[src/design/motor_pulse_speed_regulator_core_defines.svh]
// Assertion macros for the motor pulse speed regulator.
// Used by the top level; expects clk and rst_n in the including scope.
`ifndef MOTOR_PULSE_SPEED_REGULATOR_CORE_DEFINES_SVH
`define MOTOR_PULSE_SPEED_REGULATOR_CORE_DEFINES_SVH

`define MPSR_ASSERT_IMPL(name, ante, cons) \
  name: assert property (@(posedge clk) disable iff (!rst_n) (ante) |-> (cons)) \
    else $error("mpsr assertion failed");

`define MPSR_ASSERT_NEXT(name, ante, cons) \
  name: assert property (@(posedge clk) disable iff (!rst_n) (ante) |=> (cons)) \
    else $error("mpsr assertion failed");

`endif

[src/design/mpsr_pkg.sv]
// Shared types, constants and codes of the motor pulse speed regulator.
// No dependencies.
`default_nettype none
package mpsr_pkg;

  localparam int STOP_PULSE_US   = 1000;
  localparam int MAX_PULSE_US    = 2000;
  localparam int MAX_RPM         = 7200;
  localparam int NO_HALL_STEP_US = 5;

  localparam int PULSE_W   = 12;
  localparam int RPM_W     = 14;
  localparam int SPEED_W   = 16;
  localparam int DIV_NUM_W = 16;
  localparam int DIV_DEN_W = 10;
  localparam int DIV_CNT_W = $clog2(DIV_NUM_W + 1);
  localparam int EMA_W     = SPEED_W + 1;
  localparam int SHIFT_W   = 4;
  localparam int CFG_IDX_W = 3;
  localparam int CFG_W     = 12;

  typedef logic [PULSE_W-1:0]          pulse_t;
  typedef logic [RPM_W-1:0]            rpm_t;
  typedef logic [SPEED_W-1:0]          speed_t;
  typedef logic [DIV_NUM_W-1:0]        div_num_t;
  typedef logic [DIV_DEN_W-1:0]        div_den_t;
  typedef logic signed [EMA_W-1:0]     ema_t;
  typedef logic [SHIFT_W-1:0]          shift_t;

  localparam logic [1:0] CMD_UPDATE = 2'd0;
  localparam logic [1:0] CMD_START  = 2'd1;
  localparam logic [1:0] CMD_STOP   = 2'd2;

  localparam logic [CFG_IDX_W-1:0] REG_TARGET_HZ   = 3'd0;
  localparam logic [CFG_IDX_W-1:0] REG_ARM_COUNT   = 3'd1;
  localparam logic [CFG_IDX_W-1:0] REG_DEADBAND    = 3'd2;
  localparam logic [CFG_IDX_W-1:0] REG_RPM_PER_US  = 3'd3;
  localparam logic [CFG_IDX_W-1:0] REG_MAX_STEP    = 3'd4;
  localparam logic [CFG_IDX_W-1:0] REG_EMA_SHIFT   = 3'd5;
  localparam logic [CFG_IDX_W-1:0] REG_STARTUP     = 3'd6;
  localparam logic [CFG_IDX_W-1:0] REG_NO_HALL_MAX = 3'd7;

endpackage
`default_nettype wire

[src/design/mpsr_ema_shift.sv]
// Bit-serial arithmetic right shifter for the speed filter difference.
// Depends on mpsr_pkg.
`default_nettype none
module mpsr_ema_shift (
  input  logic              clk,
  input  logic              rst_n,
  input  logic              start,
  input  mpsr_pkg::ema_t    value,
  input  mpsr_pkg::shift_t  amount,
  output logic              done,
  output mpsr_pkg::ema_t    result
);
  import mpsr_pkg::*;

  logic   busy_r, busy_nxt;
  shift_t cnt_r, cnt_nxt;
  ema_t   sh_r, sh_nxt;

  always_comb begin
    busy_nxt = busy_r;
    cnt_nxt  = cnt_r;
    sh_nxt   = sh_r;
    if (start) begin
      busy_nxt = 1'b1;
      cnt_nxt  = amount;
      sh_nxt   = value;
    end else if (busy_r) begin
      if (cnt_r == '0) begin
        busy_nxt = 1'b0;
      end else begin
        cnt_nxt = cnt_r - 1'b1;
        sh_nxt  = sh_r >>> 1;
      end
    end
  end

  always_ff @(posedge clk) begin
    if (!rst_n) begin
      busy_r <= 1'b0;
      cnt_r  <= '0;
    end else begin
      busy_r <= busy_nxt;
      cnt_r  <= cnt_nxt;
    end
    sh_r <= sh_nxt;
  end

  assign done   = busy_r && (cnt_r == '0);
  assign result = sh_r;

endmodule
`default_nettype wire

[src/design/mpsr_div.sv]
// Bit-serial restoring divider, one quotient bit per cycle.
// Depends on mpsr_pkg.
`default_nettype none
module mpsr_div (
  input  logic                clk,
  input  logic                rst_n,
  input  logic                start,
  input  mpsr_pkg::div_num_t  dividend,
  input  mpsr_pkg::div_den_t  divisor,
  output logic                done,
  output mpsr_pkg::div_num_t  quotient
);
  import mpsr_pkg::*;

  logic                 busy_r, busy_nxt;
  logic [DIV_CNT_W-1:0] cnt_r, cnt_nxt;
  div_num_t             quo_r, quo_nxt;
  div_den_t             rem_r, rem_nxt;
  div_den_t             den_r, den_nxt;
  logic [DIV_DEN_W:0]   trial;
  logic [DIV_DEN_W:0]   diff;

  always_comb begin
    trial    = {rem_r, quo_r[DIV_NUM_W-1]};
    diff     = trial - {1'b0, den_r};
    busy_nxt = busy_r;
    cnt_nxt  = cnt_r;
    quo_nxt  = quo_r;
    rem_nxt  = rem_r;
    den_nxt  = den_r;
    if (start) begin
      busy_nxt = 1'b1;
      cnt_nxt  = DIV_CNT_W'(DIV_NUM_W);
      quo_nxt  = dividend;
      rem_nxt  = '0;
      den_nxt  = divisor;
    end else if (busy_r) begin
      if (cnt_r == '0) begin
        busy_nxt = 1'b0;
      end else begin
        cnt_nxt = cnt_r - 1'b1;
        if (trial >= {1'b0, den_r}) begin
          rem_nxt = diff[DIV_DEN_W-1:0];
          quo_nxt = {quo_r[DIV_NUM_W-2:0], 1'b1};
        end else begin
          rem_nxt = trial[DIV_DEN_W-1:0];
          quo_nxt = {quo_r[DIV_NUM_W-2:0], 1'b0};
        end
      end
    end
  end

  always_ff @(posedge clk) begin
    if (!rst_n) begin
      busy_r <= 1'b0;
      cnt_r  <= '0;
    end else begin
      busy_r <= busy_nxt;
      cnt_r  <= cnt_nxt;
    end
    quo_r <= quo_nxt;
    rem_r <= rem_nxt;
    den_r <= den_nxt;
  end

  assign done     = busy_r && (cnt_r == '0);
  assign quotient = quo_r;

endmodule
`default_nettype wire

[src/design/motor_pulse_speed_regulator_core.sv]
// Channel | Direction | Handshake            | Payload
// in      | input     | in_valid / in_ready  | in_command, in_measured_rpm
// out     | output    | out_valid / out_ready| out_pulse_us, out_running
// cfg     | input     | cfg_wr_en            | cfg_index, cfg_data
// One item at a time. Stop, unknown and short update items go straight to the output state.
// Start items run the 16-step serial divider.
// Filtered update items run up to 15 filter shift steps plus the divider.
// Synchronous active-low reset; no clearing pass. A stalled output holds the next item back.
// Depends on mpsr_pkg, mpsr_ema_shift, mpsr_div and the defines header.
`default_nettype none
`include "motor_pulse_speed_regulator_core_defines.svh"
module motor_pulse_speed_regulator_core (
  input  logic                          clk,
  input  logic                          rst_n,
  input  logic                          in_valid,
  output logic                          in_ready,
  input  logic [1:0]                    in_command,
  input  mpsr_pkg::speed_t              in_measured_rpm,
  output logic                          out_valid,
  input  logic                          out_ready,
  output mpsr_pkg::pulse_t              out_pulse_us,
  output logic                          out_running,
  input  logic                          cfg_wr_en,
  input  logic [mpsr_pkg::CFG_IDX_W-1:0] cfg_index,
  input  logic [mpsr_pkg::CFG_W-1:0]    cfg_data
);
  import mpsr_pkg::*;

  localparam logic [2:0] S_IDLE  = 3'd0;
  localparam logic [2:0] S_EMA   = 3'd1;
  localparam logic [2:0] S_ERR   = 3'd2;
  localparam logic [2:0] S_DIV   = 3'd3;
  localparam logic [2:0] S_APPLY = 3'd4;
  localparam logic [2:0] S_OUT   = 3'd5;

  localparam int ERR_W = SPEED_W + 2;
  localparam int NP_W  = PULSE_W + 2;

  logic [7:0]  hz_r, arm_r, max_step_r;
  logic [11:0] deadband_r, startup_r, no_hall_r;
  div_den_t    rpu_r;
  shift_t      ema_shift_r;

  logic [2:0] state_r, state_nxt;
  logic       active_r, active_nxt;
  rpm_t       target_r, target_nxt;
  pulse_t     pulse_r, pulse_nxt;
  speed_t     smooth_r, smooth_nxt;
  logic       op_start_r, op_start_nxt;
  logic       neg_r, neg_nxt;
  logic [7:0] step_r, step_nxt;
  logic       out_valid_r, out_valid_nxt;
  pulse_t     out_pulse_r, out_pulse_nxt;
  logic       out_running_r, out_running_nxt;

  logic                    accept;
  logic                    ema_start, ema_done;
  ema_t                    ema_result;
  logic                    div_start, div_done;
  div_num_t                div_dividend, div_quotient;
  div_den_t                div_divisor;
  logic [7:0]              arms;
  div_den_t                rpu;
  logic [RPM_W-1:0]        hz60;
  logic [PULSE_W:0]        ramp;
  logic signed [ERR_W-1:0] err;
  logic [ERR_W-1:0]        err_neg;
  speed_t                  mag;
  div_num_t                q1;
  logic signed [NP_W-1:0]  np;
  rpm_t                    rpm;

  mpsr_ema_shift u_ema (
    .clk    (clk),
    .rst_n  (rst_n),
    .start  (ema_start),
    .value  ($signed({1'b0, in_measured_rpm}) - $signed({1'b0, smooth_r})),
    .amount (ema_shift_r),
    .done   (ema_done),
    .result (ema_result)
  );

  mpsr_div u_div (
    .clk      (clk),
    .rst_n    (rst_n),
    .start    (div_start),
    .dividend (div_dividend),
    .divisor  (div_divisor),
    .done     (div_done),
    .quotient (div_quotient)
  );

  always_ff @(posedge clk) begin
    if (!rst_n) begin
      hz_r        <= 8'd30;
      arm_r       <= 8'd2;
      deadband_r  <= 12'd20;
      rpu_r       <= 10'd10;
      max_step_r  <= 8'd10;
      ema_shift_r <= 4'd2;
      startup_r   <= 12'd1100;
      no_hall_r   <= 12'd1200;
    end else if (cfg_wr_en) begin
      case (cfg_index)
        REG_TARGET_HZ:   hz_r        <= cfg_data[7:0];
        REG_ARM_COUNT:   arm_r       <= cfg_data[7:0];
        REG_DEADBAND:    deadband_r  <= cfg_data;
        REG_RPM_PER_US:  rpu_r       <= cfg_data[DIV_DEN_W-1:0];
        REG_MAX_STEP:    max_step_r  <= cfg_data[7:0];
        REG_EMA_SHIFT:   ema_shift_r <= cfg_data[SHIFT_W-1:0];
        REG_STARTUP:     startup_r   <= cfg_data;
        REG_NO_HALL_MAX: no_hall_r   <= cfg_data;
        default: ;
      endcase
    end
  end

  assign in_ready = (state_r == S_IDLE);
  assign accept   = in_valid && in_ready;

  always_comb begin
    arms      = (arm_r == '0) ? 8'd1 : arm_r;
    rpu       = (rpu_r == '0) ? DIV_DEN_W'(1) : rpu_r;
    hz60      = {hz_r, 6'd0} - {4'd0, hz_r, 2'd0};
    ramp      = {1'b0, pulse_r} + (PULSE_W + 1)'(NO_HALL_STEP_US);
    err       = $signed({4'd0, target_r}) - $signed({2'd0, smooth_r});
    err_neg   = -err;
    mag       = err[ERR_W-1] ? err_neg[SPEED_W-1:0] : err[SPEED_W-1:0];
    q1        = (div_quotient == '0) ? DIV_NUM_W'(1) : div_quotient;
    rpm       = (div_quotient > DIV_NUM_W'(MAX_RPM)) ? RPM_W'(MAX_RPM)
                                                     : div_quotient[RPM_W-1:0];
    np        = neg_r ? $signed({2'd0, pulse_r}) - $signed({6'd0, step_r})
                      : $signed({2'd0, pulse_r}) + $signed({6'd0, step_r});
    div_dividend = (state_r == S_IDLE) ? {2'd0, hz60} : mag;
    div_divisor  = (state_r == S_IDLE) ? {2'd0, arms} : rpu;
  end

  always_comb begin
    state_nxt       = state_r;
    active_nxt      = active_r;
    target_nxt      = target_r;
    pulse_nxt       = pulse_r;
    smooth_nxt      = smooth_r;
    op_start_nxt    = op_start_r;
    neg_nxt         = neg_r;
    step_nxt        = step_r;
    out_valid_nxt   = out_valid_r && !out_ready;
    out_pulse_nxt   = out_pulse_r;
    out_running_nxt = out_running_r;
    ema_start       = 1'b0;
    div_start       = 1'b0;
    case (state_r)
      S_IDLE: begin
        if (accept) begin
          state_nxt = S_OUT;
          case (in_command)
            CMD_UPDATE: begin
              if (!active_r || target_r == '0) begin
                active_nxt = 1'b0;
                target_nxt = '0;
                pulse_nxt  = PULSE_W'(STOP_PULSE_US);
                smooth_nxt = '0;
              end else if (in_measured_rpm == '0) begin
                smooth_nxt = '0;
                pulse_nxt  = (ramp > {1'b0, no_hall_r}) ? no_hall_r : ramp[PULSE_W-1:0];
              end else if (smooth_r == '0) begin
                smooth_nxt = in_measured_rpm;
                state_nxt  = S_ERR;
              end else begin
                ema_start = 1'b1;
                state_nxt = S_EMA;
              end
            end
            CMD_START: begin
              div_start    = 1'b1;
              op_start_nxt = 1'b1;
              state_nxt    = S_DIV;
            end
            CMD_STOP: begin
              active_nxt = 1'b0;
              target_nxt = '0;
              pulse_nxt  = PULSE_W'(STOP_PULSE_US);
              smooth_nxt = '0;
            end
            default: ;
          endcase
        end
      end
      S_EMA: begin
        if (ema_done) begin
          smooth_nxt = smooth_r + ema_result[SPEED_W-1:0];
          state_nxt  = S_ERR;
        end
      end
      S_ERR: begin
        if ({1'b0, mag} <= {5'd0, deadband_r}) begin
          state_nxt = S_OUT;
        end else begin
          neg_nxt      = err[ERR_W-1];
          div_start    = 1'b1;
          op_start_nxt = 1'b0;
          state_nxt    = S_DIV;
        end
      end
      S_DIV: begin
        if (div_done) begin
          if (op_start_r) begin
            state_nxt  = S_OUT;
            target_nxt = rpm;
            if (rpm == '0) begin
              active_nxt = 1'b0;
              pulse_nxt  = PULSE_W'(STOP_PULSE_US);
              smooth_nxt = '0;
            end else begin
              active_nxt = 1'b1;
              pulse_nxt  = startup_r;
              smooth_nxt = '0;
            end
          end else begin
            step_nxt  = (q1 > {8'd0, max_step_r}) ? max_step_r : q1[7:0];
            state_nxt = S_APPLY;
          end
        end
      end
      S_APPLY: begin
        if (np < $signed(NP_W'(STOP_PULSE_US))) begin
          pulse_nxt = PULSE_W'(STOP_PULSE_US);
        end else if (np > $signed(NP_W'(MAX_PULSE_US))) begin
          pulse_nxt = PULSE_W'(MAX_PULSE_US);
        end else begin
          pulse_nxt = np[PULSE_W-1:0];
        end
        state_nxt = S_OUT;
      end
      S_OUT: begin
        if (!out_valid_r || out_ready) begin
          out_valid_nxt   = 1'b1;
          out_pulse_nxt   = pulse_r;
          out_running_nxt = active_r;
          state_nxt       = S_IDLE;
        end
      end
      default: state_nxt = S_IDLE;
    endcase
  end

  always_ff @(posedge clk) begin
    if (!rst_n) begin
      state_r     <= S_IDLE;
      active_r    <= 1'b0;
      target_r    <= '0;
      pulse_r     <= PULSE_W'(STOP_PULSE_US);
      smooth_r    <= '0;
      op_start_r  <= 1'b0;
      out_valid_r <= 1'b0;
    end else begin
      state_r     <= state_nxt;
      active_r    <= active_nxt;
      target_r    <= target_nxt;
      pulse_r     <= pulse_nxt;
      smooth_r    <= smooth_nxt;
      op_start_r  <= op_start_nxt;
      out_valid_r <= out_valid_nxt;
    end
    neg_r         <= neg_nxt;
    step_r        <= step_nxt;
    out_pulse_r   <= out_pulse_nxt;
    out_running_r <= out_running_nxt;
  end

  assign out_valid    = out_valid_r;
  assign out_pulse_us = out_pulse_r;
  assign out_running  = out_running_r;

  `MPSR_ASSERT_IMPL(a_idle_pulse, out_valid && !out_running, out_pulse_us == PULSE_W'(STOP_PULSE_US))
  `MPSR_ASSERT_IMPL(a_active_target, active_r, target_r != '0)
  `MPSR_ASSERT_IMPL(a_div_owner, div_done, state_r == S_DIV)
  `MPSR_ASSERT_NEXT(a_apply_clamp, state_r == S_APPLY, (pulse_r >= PULSE_W'(STOP_PULSE_US)) && (pulse_r <= PULSE_W'(MAX_PULSE_US)))

endmodule
`default_nettype wire

[config.mk]
export PLATFORM = sky130hd
export DESIGN_NAME = motor_pulse_speed_regulator_core
export DESIGN_NICKNAME = d
export VERILOG_FILES = /design/src/design/mpsr_pkg.sv /design/src/design/mpsr_ema_shift.sv /design/src/design/mpsr_div.sv /design/src/design/motor_pulse_speed_regulator_core.sv
export VERILOG_INCLUDE_DIRS = /design/src /design/src/design
export SDC_FILE = /design/constraint.sdc
export NUM_CORES = 1
export LEC_CHECK = 0
export ABC_AREA = 1
export ABC_CLOCK_PERIOD_IN_PS = 7700
export BUFFER_PORTS_ARGS = -buffer_cell sky130_fd_sc_hd__buf_4
export CELL_PAD_IN_SITES_DETAIL_PLACEMENT = 1
export CELL_PAD_IN_SITES_GLOBAL_PLACEMENT = 1
export CORE_ASPECT_RATIO = 0.9
export CORE_UTILIZATION = 50
export CTS_BUF_LIST = sky130_fd_sc_hd__clkbuf_16
export DETAILED_ROUTE_END_ITERATION = 10
export HOLD_SLACK_MARGIN = 0.02
export PLACE_DENSITY_LB_ADDON = 0.1
export SETUP_SLACK_MARGIN = 0.3
export SLEW_MARGIN = 20
export SYNTH_ARGS = -nofsm -noshare
export SYNTH_HDL_FRONTEND = slang
export SYNTH_SLANG_ARGS = --single-unit
[constraint.sdc]
create_clock -name clk -period 7.7 [get_ports clk]
set_input_delay 0.77 -clock clk [delete_from_list [all_inputs] [get_ports clk]]
set_output_delay 0.77 -clock clk [all_outputs]
set_load 0.01 [all_outputs]
==> results.env, run 1 <==
GRT_PASS1_VIAS=14500
FMAXACHIEVABLE_MHz=192
DRT-INITIAL-DRC-COUNT=908
NETLIST_AREA_UM2=14500
WORST-PATH-MAX-FANOUT=48
RUN_STATUS='finished clean'
DRT-VIAS-PER-INSTANCE=5.77
POWER.LEAKAGE_nW=7.40
LAYOUT.CELLS.MOST_COMMON='sky130_fd_sc_hd__nand2_1'
ROUTABILITYCONGESTION=0.940
YOSYSTOPAREACELLSHARE=0.198
FINALHOLDVIOLATIONS=0
DIE_X_UM=181
TIMING_WORST_SETUP_PATH_TYPE='reg -> reg'
REMAINING_DRC_ERRORS=0
COMBINATIONAL_GROUP_SHARE_OF_TOTAL_POWER=0.519
CTS_TREE='built'
DRT-MET1-WL_UM=22000
CRIT-REG2REG-LAUNCH='target_r[0]'
NET_SWITCHING_POWER_OF_THE_DESIGN_mW=2.62
PLACE_HPWL_UM=37400
POST_CTS_RESIZE_COUNT=0
GLOBAL_ROUTE_WIRE_LENGTH_BEFORE_REPAIR_UM=76800
SEQPWRFRAC=0.268
POST_SYNTHESIS_NET_COUNT=2240
GRT_SETUP_UNREPAIRED='false'
POSTSYNTH.TOPFLOPCELL='sky130_fd_sc_hd__dfxtp_1'
YS_WARN_COUNT=0
HTREE_NUM_LEVELS=1
PEAK_SUPPLY_DROP_mV=0.347
SETUP.REG_TO_REG.WORST_SLACK_NS=2.48
SYNTH.DISTINCT_CELLS=52
MIN_PATH_TYPE='reg -> reg'
TIMING.FINAL.MAX_SLEW_VIOLATIONS=0
INITIAL_CORE_UTIL=0.513
ASYNC_FLOP_SHARE=0
ANTENNA_VIOLATING_NETS_POST_ROUTE=0
SYNTH.AREA.TOP_CELLS='sky130_fd_sc_hd__dfxtp_1 (20%), sky130_fd_sc_hd__edfxtp_1 (13%), sky130_fd_sc_hd__nand2_1 (12%), sky130_fd_sc_hd__ha_1 (9.8%), sky130_fd_sc_hd__inv_1 (7.3%)'
CLOCK_PATH_BUFFERS=3
DR_WL_MET3_UM=2340
PLACE_INST=2437
FINAL.PERIOD_UTILIZATION=0.677
WL_MET2_UM=23300
DRIVE_ABOVE_1_SHARE=0.0702
CTS.SINKS=208
FINALSETUPTNS_NS=0
POSTROUTEWIRELENGTH_UM=48700
CTS_HOLD_BUFFERS=0
CRITICAL_PATH.STARTPOINT_TYPE='flop'
SYN-MEAN-INSTANCE-AREA_UM2=6.95
POST_CTS.REPAIR.SETUP_BUFFERS=0
PIN_COUNT_OF_THE_BIGGEST_NET_ENTERING_GLOBAL_ROUTING=85
DR.PASS1.ITERS=5
WORSTSKEWPAIRLATENCY_NS=0.54
MOSTFREQUENTLAYOUTCELLS='sky130_fd_sc_hd__nand2_1 (464), sky130_fd_sc_hd__inv_1 (282), sky130_fd_sc_hd__nor2_1 (232)'
GRT_USAGE=0.327
CTS_MADE_BUFFERS=24
BOUNDARYPINS=53
CLOCK_TREE.ROOT_CELL='sky130_fd_sc_hd__clkbuf_16'
VIA_COUNT=14300
CRITICAL_PATH.STARTPOINT='target_r[0]'
MAX_SLEW_MARGIN=0.272
CELLS_AFTER_SYNTH=2083
TOP_LAYER='met4'
N_ANTENNA_CELL=0
NUMBER_OF_SYNTHESIZED_FLOPS_WITH_AN_ENABLE_PIN=65
CP.REQUIRED_NS=7.93
AREA_GROWTH_SYN_TO_LAYOUT_PCT=9.84
COUNT_OF_FINAL_SETUP_VIOLATORS=0
FLOORPLAN.CORE_AREA_UM2=28200
SYNTH-SEQ-CELLS=208
YOSYSTOPAREACELL='sky130_fd_sc_hd__dfxtp_1'
WORST_PIN_SLEW_NS=1.09
FINAL_CELLS=2481
WL_PER_CELL_UM=19.6
WHS_ENDPOINT='u_div.cnt_r[0]'
HOLD_PATH_DEPTH=2
DIE-AREA_UM2=29700
ANTENNA_FOUND_INITIAL=1
FINCLKSKEW_NS=0.0205
CRITICAL_PATH.REG2REG.ENDPOINT='u_div.quotient[0]'
FLOORPLAN.DIE.HEIGHT_UM=163
FINALWORSTPATHREQUIREDPERIOD_NS=5.22
FILL_CELLS=3741
SWSHARE=0.472
P_INT_mW=2.93
MIN_FROM='u_div.cnt_r[0]'
CRIT_PATH_ARRIVAL_TIME_NS=5.44
FINISH.NET_COUNT=2260
GRT-OVFL-TOTAL=0
WORST_SETUP_PATH_END_KIND='flop'
CLOCKPOWERSHARE=0.212
CLK_PIN_SLEW_NS=0.07
POWER.DENSITY_CELL_AREA_nW_PER_UM2=349
PORT_BUFFERS=52
ROWS=58
MAXCAPVIOLATIONS=0
YS_SEQ_AREA_FRAC=0.332
WORST_R2R_PATH_DEPTH=27
## state kept, by name, summed over array words and instances, names as in the netlist, 8 cells and up
| signal | cells |
|---|---|
| target_r | 14 |
| hz_r | 8 |
| step_r | 8 |
| u_ema.result | 17 |
| out_pulse_us | 12 |
| pulse_r | 12 |
| rpu_r | 10 |
| arm_r | 8 |
| u_div.rem_r | 10 |
| no_hall_r | 12 |
| u_div.den_r | 10 |
| u_div.quotient | 16 |
| deadband_r | 12 |
| startup_r | 12 |
| smooth_r | 16 |
| max_step_r | 8 |
## worst max-delay path by stage
| stage | endpoint | depth (start not counted) |
|---|---|---|
| floorplan | u_div.quotient[0] | 22 |
| global placement | u_div.quotient[1] | 25 |
| detailed placement | u_div.quotient[0] | 27 |
| CTS | u_div.quotient[0] | 27 |
| global route | u_div.quotient[0] | 27 |
| finish | u_div.quotient[0] | 27 |
## per-layer routing
metal | vias up | global-route usage
met1 | 6967 | 0.426
met4 | 0 | 0.0828
met2 | 334 | 0.576
met5 | - | 0
met3 | 76 | 0.0384
li1 | 6928 | -
## logic make-up after synthesis
family                     Yosys count  share of synthesized area
AOI/OAI and AO/OA                  447                      0.174
DFF                                208                      0.332
adders and majority gates          119                      0.106
and+or+nand+nor                    902                      0.261
buffers and inverters              352                     0.0941
xor gates and xnor gates            55                     0.0333
## layout make-up
type,instances,area [um^2],share of cell area
multi-input cells,1523,8330,0.523
flip-flops and latches,208,4810,0.303
inverters,287,1080,0.0677
clock buffers,27,676,0.0425
well taps,360,450,0.0283
repair buffers,59,443,0.0278
clock inverters,17,125,0.00786
## Yosys cell counts (11+ instances only)
cell	count
sky130_fd_sc_hd__nand2_2	14
sky130_fd_sc_hd__a211oi_1	13
sky130_fd_sc_hd__nor3_1	21
sky130_fd_sc_hd__dfxtp_1	143
sky130_fd_sc_hd__inv_1	280
sky130_fd_sc_hd__a22oi_1	11
sky130_fd_sc_hd__xor2_1	46
sky130_fd_sc_hd__clkbuf_1	50
sky130_fd_sc_hd__nor2_1	232
sky130_fd_sc_hd__o21ai_0	162
sky130_fd_sc_hd__ha_1	113
sky130_fd_sc_hd__o211ai_1	21
sky130_fd_sc_hd__edfxtp_1	65
sky130_fd_sc_hd__nand4_1	27
sky130_fd_sc_hd__nand2_1	464
sky130_fd_sc_hd__nand3_1	101
sky130_fd_sc_hd__a21oi_1	179
sky130_fd_sc_hd__nor4_1	12
## through the flow
step,cell area (um^2),power (mW),worst slack (ns),hold WS [ns],util
4_1_cts,15900,5.51,2.55,0.468,0.563
5_1_grt,15900,5.93,1.99,0.504,0.564
3_3_place_gp,15100,4.19,2.91,0.445,0.535
2_1_floorplan,14500,3.52,3.70,0.403,-
6_report,15900,5.55,2.48,0.465,0.564
3_5_place_dp,15100,4.32,2.58,0.458,0.535
## power by group through the flow
stage,clock network (mW),registers (mW),logic [mW]
floorplan,0,1.43,2.08
global placement,0,1.50,2.69
detailed placement,0,1.51,2.81
CTS,1.19,1.48,2.84
global route,1.23,1.50,3.21
finish,1.18,1.49,2.88
## worst max-delay path, stage by stage (launching register included)
cell and delay, ns:
sky130_fd_sc_hd__dfxtp_1 0.37, sky130_fd_sc_hd__inv_1 0.07, sky130_fd_sc_hd__ha_1 0.23, sky130_fd_sc_hd__fa_1 0.38, sky130_fd_sc_hd__inv_1 0.15, sky130_fd_sc_hd__nand3_1 0.16, sky130_fd_sc_hd__nand2_2 0.17, sky130_fd_sc_hd__nand2_1 0.09
sky130_fd_sc_hd__nand2_1 0.07, sky130_fd_sc_hd__nand2_1 0.06, sky130_fd_sc_hd__nand2_2 0.09, sky130_fd_sc_hd__nand2_1 0.07, sky130_fd_sc_hd__nor2_1 0.14, sky130_fd_sc_hd__nand2_1 0.07, sky130_fd_sc_hd__nand2_1 0.08, sky130_fd_sc_hd__xor2_1 0.20
sky130_fd_sc_hd__inv_1 0.07, sky130_fd_sc_hd__ha_1 0.29, sky130_fd_sc_hd__nand2_1 0.09, sky130_fd_sc_hd__nor2_1 0.05, sky130_fd_sc_hd__a211oi_1 0.18, sky130_fd_sc_hd__a32oi_1 0.11, sky130_fd_sc_hd__a21oi_1 0.18, sky130_fd_sc_hd__nand3_1 0.10
sky130_fd_sc_hd__nand2_1 0.32, sky130_fd_sc_hd__nand2_2 0.71, sky130_fd_sc_hd__nor2_1 0.32, sky130_fd_sc_hd__a21oi_1 0.07
(Power assumes the default switching activity.)
==> inputs of run 2 (changes only) <==
- ABC_CLOCK_PERIOD_IN_PS: 7700 -> 5450
- CORE_UTILIZATION: 50 -> 46
- clock period: 7.7 -> 5.45 ns (I/O delays scaled with it)
==> run 2 against run 1 <==
Net effect: setup slack worse by 1.7 ns; wire length grew 0.13%; via count about the same; non-clock buffer count grew 7; largest power group unchanged.
==> results.env, run 2 (same netlist as run 1, synthesis figures left out) <==
MIN_PATH_TYPE='in -> reg'
TIMING.FINAL.MAX_SLEW_VIOLATIONS=0
FINAL.HOLD.WORST_SLACK_NS=0.310
WORST-PATH-MAX-FANOUT=27
INITIAL_CORE_UTIL=0.469
POSTROUTEWIRELENGTH_UM=48700
ROUTABILITYCONGESTION=0.907
AREA_GROWTH_SYN_TO_LAYOUT_PCT=10.7
FINALSETUPTNS_NS=0
FINALWORSTPATHREQUIREDPERIOD_NS=4.65
POWER.LEAKAGE_nW=7.46
POWER.DENSITY_CELL_AREA_nW_PER_UM2=492
GRT_USAGE=0.301
LAYOUT.CELLS.MOST_COMMON='sky130_fd_sc_hd__nand2_1'
TIMING_WORST_SETUP_PATH_TYPE='reg -> reg'
LARGEST_REG_FLOPS=17
CLOCK_TREE.ROOT_CELL='sky130_fd_sc_hd__clkbuf_16'
POST_CTS.REPAIR.SETUP_BUFFERS=0
FILL_CELLS=4056
DRT-INITIAL-DRC-COUNT=848
PLACE_INST=2493
CTS.SINKS=208
FMAXACHIEVABLE_MHz=215
CRITICAL_PATH.STARTPOINT_TYPE='flop'
RUN_STATUS='finished clean'
PEAK_SUPPLY_DROP_mV=0.268
DR.PASS1.ITERS=7
VIA_COUNT=14300
DRT-VIAS-PER-INSTANCE=5.63
PIN_COUNT_OF_THE_BIGGEST_NET_ENTERING_GLOBAL_ROUTING=84
PORT_BUFFERS=52
REMAINING_DRC_ERRORS=0
DIE_X_UM=189
POST-PLACE-WS_NS=0.837
STANDARD_CELL_WITH_THE_MAXIMUM_STAGE_DELAY_ON_THE_CRITICAL_PATH='sky130_fd_sc_hd__fa_1'
CP.REQUIRED_NS=5.86
FLOORPLAN.CORE_AREA_UM2=30900
ANTENNA_VIOLATING_NETS_POST_ROUTE=0
FINAL.PERIOD_UTILIZATION=0.854
COUNT_OF_FINAL_SETUP_VIOLATORS=0
CTS_HOLD_BUFFERS=0
GRT_PASS1_VIAS=14500
CLOCK_PATH_BUFFERS=3
N_ANTENNA_CELL=0
CLK_PIN_SLEW_NS=0.06
GRT_SETUP_UNREPAIRED='false'
DESIGN_POWER_TOTAL_mW=7.88
HTREE_NUM_LEVELS=1
MAX_SLEW_MARGIN=0.330
HIGHEST_CELL_DELAY_ON_THE_WORST_TIMING_PATH_NS=0.39
FLOORPLAN.DIE.HEIGHT_UM=170
ANTENNA_FOUND_INITIAL=0
FINALHOLDVIOLATIONS=0
WORST_SETUP_PATH_END_KIND='flop'
DRIVE_ABOVE_1_SHARE=0.0723
FINAL_CELLS=2538
FINISH.NET_COUNT=2268
CTS_TREE='built'
WORSTSKEWPAIRLATENCY_NS=0.53
GRT-OVFL-TOTAL=0
DIE-AREA_UM2=32200
CTS_MADE_BUFFERS=25
ROWS=61
CRIT_PATH_FREQUENT_CELL='sky130_fd_sc_hd__nand2_1'
FINCLKSKEW_NS=0.0171
PLACE_HPWL_UM=38000
WL_PER_CELL_UM=19.2
GLOBAL_ROUTE_WIRE_LENGTH_BEFORE_REPAIR_UM=77100
BOUNDARYPINS=53
MAXCAPVIOLATIONS=0
POST_CTS_RESIZE_COUNT=0
WORST_PIN_SLEW_NS=1.00
MOSTFREQUENTLAYOUTCELLS='sky130_fd_sc_hd__nand2_1 (464), sky130_fd_sc_hd__inv_1 (285), sky130_fd_sc_hd__nor2_1 (232)'
CRIT_PATH_ARRIVAL_TIME_NS=5.07
SETUP_WS_NS=0.796
run 2: cell count changes in the layout (fill, tap and decap cells not counted), moves of 2 or more:
cell | previous run | this run
sky130_fd_sc_hd__inv_1 | 282 | 285
sky130_fd_sc_hd__clkinv_2 | 2 | 6
sky130_fd_sc_hd__clkinvlp_4 | 4 | 2
sky130_fd_sc_hd__buf_4 | 59 | 65
sky130_fd_sc_hd__inv_6 | 2 | 0
sky130_fd_sc_hd__bufinv_16 | 1 | 3
sky130_fd_sc_hd__clkbuf_16 | 27 | 25
run 2: worst paths after layout:
| kind | startpoint | end | slack, ns | cells past startpoint |
|---|---|---|---|---|
| max | target_r[0] | u_div.cnt_r[4] | 0.80 | 26 |
| min | cfg_data[10] | no_hall_r[10] | 0.31 | 3 |
| max reg2reg | target_r[0] | u_div.cnt_r[4] | 0.80 | 26 |
| min reg2reg | startup_r[3] | startup_r[3] | 0.46 | 2 |
run 2: power by group:
part | total, mW | switching [mW] | leakage, nW | internal [mW]
sequential | 2.11 | 0.237 | 1.76 | 1.87
combinational | 4.10 | 2.76 | 5.29 | 1.35
clock | 1.67 | 0.693 | 0.410 | 0.974
total | 7.88 | 3.69 | 7.46 | 4.19
run 2: layout make-up:
cell class / count / area (um^2) / share of cell area
well taps: 409 / 512 / 0.0319
clock inverters: 20 / 174 / 0.0108
clock buffers: 25 / 626 / 0.0390
multi-input cells: 1523 / 8320 / 0.519
repair buffers: 66 / 508 / 0.0317
inverters: 287 / 1080 / 0.0672
flip-flops and latches: 208 / 4810 / 0.300
run 2: worst max-delay path: cells and delay by family (launching register included):
kind                     cells  cell delay, ns
flip-flops                   1            0.35
buffers and inverters        4            0.56
XOR/XNOR                     1            0.28
AO/OA/AOI/OAI                5            0.80
AND/OR/NAND/NOR             13            1.61
adder cells (fa/ha/maj)      3            0.92
run 2: layer usage:
metal,track usage,share of wire
met1,0.394,0.45
met2,0.525,0.47
met3,0.0326,0.044
met4,0.0831,0.027
met5,0,0
run 2: stage by stage:
step / instance area (um^2) / utilization
2_1_floorplan: 14500 / -
3_3_place_gp: 15200 / 0.493
3_5_place_dp: 15200 / 0.493
4_1_cts: 16000 / 0.518
5_1_grt: 16000 / 0.519
6_report: 16000 / 0.519
==> inputs of run 3 (changes only) <==
- CELL_PAD_IN_SITES_DETAIL_PLACEMENT: 1 -> not set
- CELL_PAD_IN_SITES_GLOBAL_PLACEMENT: 1 -> not set
- CORE_UTILIZATION: 46 -> 60
- PLACE_DENSITY: not set -> 0.78
- PLACE_DENSITY_LB_ADDON: 0.1 -> not set
==> run 3 against run 2 <==
Net effect: the run now ends with DRC left; clock power up 6%; hold slack worse by 0.0097 ns; critical endpoint is now u_div.quotient[0]; critical path type unchanged; die area down 23%; final cell count down 4.5%.
==> results.env, run 3 (same netlist as run 1, synthesis figures left out) <==
PIN_COUNT_OF_THE_BIGGEST_NET_ENTERING_GLOBAL_ROUTING=85
COMBINATIONAL_GROUP_SHARE_OF_TOTAL_POWER=0.502
WORST_PIN_SLEW_NS=0.951
PLACE_INST=2381
FINISH.NET_COUNT=2262
REMAINING_DRC_ERRORS=2
TIMING_WORST_SETUP_PATH_TYPE='reg -> reg'
ANTENNA_VIOLATING_NETS_POST_ROUTE=0
VIA_COUNT=13900
FINALSETUPTNS_NS=0
CTS.SINKS=208
GRT_PASS1_VIAS=12800
WL_PER_CELL_UM=16.6
SEQPWRFRAC=0.270
LARGEST_REG_FLOPS=17
CLOCKPOWERSHARE=0.228
FLOORPLAN.DIE.HEIGHT_UM=149
PORT_BUFFERS=52
CLOCK_PATH_BUFFERS=3
POWER.DENSITY_CELL_AREA_nW_PER_UM2=486
WORST_SETUP_PATH_END_KIND='flop'
FLOORPLAN.CORE_AREA_UM2=23500
DR.PASS1.ITERS=10
FILL_CELLS=2054
DRT-INITIAL-DRC-COUNT=1127
WORST-PATH-MAX-FANOUT=31
SWSHARE=0.449
DIE-AREA_UM2=24800
CLOCK_TREE.ROOT_CELL='sky130_fd_sc_hd__clkbuf_16'
PEAK_SUPPLY_DROP_mV=0.276
MAX_SLEW_MARGIN=0.365
MOSTFREQUENTLAYOUTCELLS='sky130_fd_sc_hd__nand2_1 (463), sky130_fd_sc_hd__inv_1 (283), sky130_fd_sc_hd__nor2_1 (232)'
FINCLKSKEW_NS=0.0142
AREA_GROWTH_SYN_TO_LAYOUT_PCT=10.2
DESIGN_POWER_TOTAL_mW=7.75
POWER.LEAKAGE_nW=7.48
POST_CTS.REPAIR.SETUP_BUFFERS=0
N_ANTENNA_CELL=0
GRT_SETUP_UNREPAIRED='false'
CRITICAL_PATH.STARTPOINT_TYPE='flop'
FINALWORSTPATHREQUIREDPERIOD_NS=4.56
PATH_BUF_INV=4
INITIAL_CORE_UTIL=0.615
PLACE_HPWL_UM=30100
POSTROUTEWIRELENGTH_UM=40200
GRT-OVFL-TOTAL=0
CRIT_PATH_FREQUENT_CELL='sky130_fd_sc_hd__nand2_1'
GLOBAL_ROUTE_WIRE_LENGTH_BEFORE_REPAIR_UM=64200
ANTENNA_FOUND_INITIAL=1
CP.REQUIRED_NS=5.73
LAYOUT.CELLS.MOST_COMMON='sky130_fd_sc_hd__nand2_1'
PATH_DELAY_FAMILY='simple AND/OR/NAND/NOR gates'
BOUNDARYPINS=53
ROUTABILITYCONGESTION=0.966
DRIVE_ABOVE_1_SHARE=0.0721
NET_SWITCHING_POWER_OF_THE_DESIGN_mW=3.48
MIN_PATH_TYPE='in -> reg'
RUN_STATUS='finished with violations'
POST-PLACE-WS_NS=0.766
POSTLAYOUTCOREUTIL=0.678
COUNT_OF_FINAL_SETUP_VIOLATORS=0
DIE_X_UM=166
WORSTSKEWPAIRLATENCY_NS=0.54
HTREE_NUM_LEVELS=1
ROWS=53
CTS_MADE_BUFFERS=24
FINAL_CELLS=2425
SETUP_WS_NS=0.887
CTS_TREE='built'
MAXCAPVIOLATIONS=0
STANDARD_CELL_WITH_THE_MAXIMUM_STAGE_DELAY_ON_THE_CRITICAL_PATH='sky130_fd_sc_hd__ha_1'
VIOLATIONS='DRC'
FINALHOLDVIOLATIONS=0
DRT-VIAS-PER-INSTANCE=5.74
CRIT_PATH_ARRIVAL_TIME_NS=4.84
FMAXACHIEVABLE_MHz=219
HIGHEST_CELL_DELAY_ON_THE_WORST_TIMING_PATH_NS=0.46
CLK_PIN_SLEW_NS=0.06
FINAL.PERIOD_UTILIZATION=0.837
GRT_USAGE=0.321
P_INT_mW=4.27
TIMING.FINAL.MAX_SLEW_VIOLATIONS=0
[run 3: cell count changes in the layout (fill, tap and decap cells not counted), sizes merged]
cell / previous run / this run
clkbuf: 25 / 30
clkinvlp: 2 / 0
inv: 291 / 290
bufinv: 3 / 2
clkinv: 11 / 9
buf: 66 / 61
[run 3: per-stage QoR]
step                hold slack [ns]  cell area (um^2)
floorplan                     0.403             14500
global placement              0.444             15100
detailed placement            0.448             15100
CTS                           0.294             15900
global route                  0.333             16000
finish                        0.300             16000
[run 3: layout make-up]
| cell class | count | area, um^2 | share of cell area |
|---|---|---|---|
| flip-flops and latches | 208 | 4810 | 0.302 |
| inverters | 287 | 1080 | 0.0675 |
| repair buffers | 61 | 470 | 0.0295 |
| multi-input cells | 1523 | 8330 | 0.522 |
| clock inverters | 14 | 136 | 0.00855 |
| well taps | 302 | 378 | 0.0237 |
| clock buffers | 30 | 751 | 0.0470 |
[run 3: repair_timing]
item | CTS | global route
endpoints found under the hold margin | 0 | 0
hold buffers | 0 | 0
setup endpoints to repair | 0 | 18
resized for setup | 0 | 2
[run 3: layer usage]
layer,GRT usage,vias up,share of wire
met5,0,-,0
met1,0.411,6376,0.43
li1,-,6950,-
met2,0.557,484,0.47
met4,0.113,0,0.032
met3,0.0442,102,0.070
[run 3: path summary, 6_finish.rpt]
check,slack (ns),end,from,cells after the start
setup / recovery,0.89,u_div.quotient[0],smooth_r[2],26
hold reg to reg,0.46,startup_r[3],startup_r[3],2
setup reg to reg,0.89,u_div.quotient[0],smooth_r[2],26
hold / removal,0.30,out_valid,out_ready,4
[run 3: power by group through the flow]
stage | clock (mW) | sequential [mW] | combinational (mW)
2_1_floorplan | 0 | 2.02 | 2.94
3_3_place_gp | 0 | 2.11 | 3.71
3_5_place_dp | 0 | 2.12 | 3.78
4_1_cts | 1.78 | 2.09 | 3.81
5_1_grt | 1.85 | 2.11 | 4.36
6_report | 1.77 | 2.10 | 3.89
[run 3: tightest hold or removal path, stage by stage]
cell	delay (ns)
sky130_fd_sc_hd__buf_4	0.07
sky130_fd_sc_hd__inv_1	0.04
sky130_fd_sc_hd__nand2_1	0.07
sky130_fd_sc_hd__a21oi_1	0.06
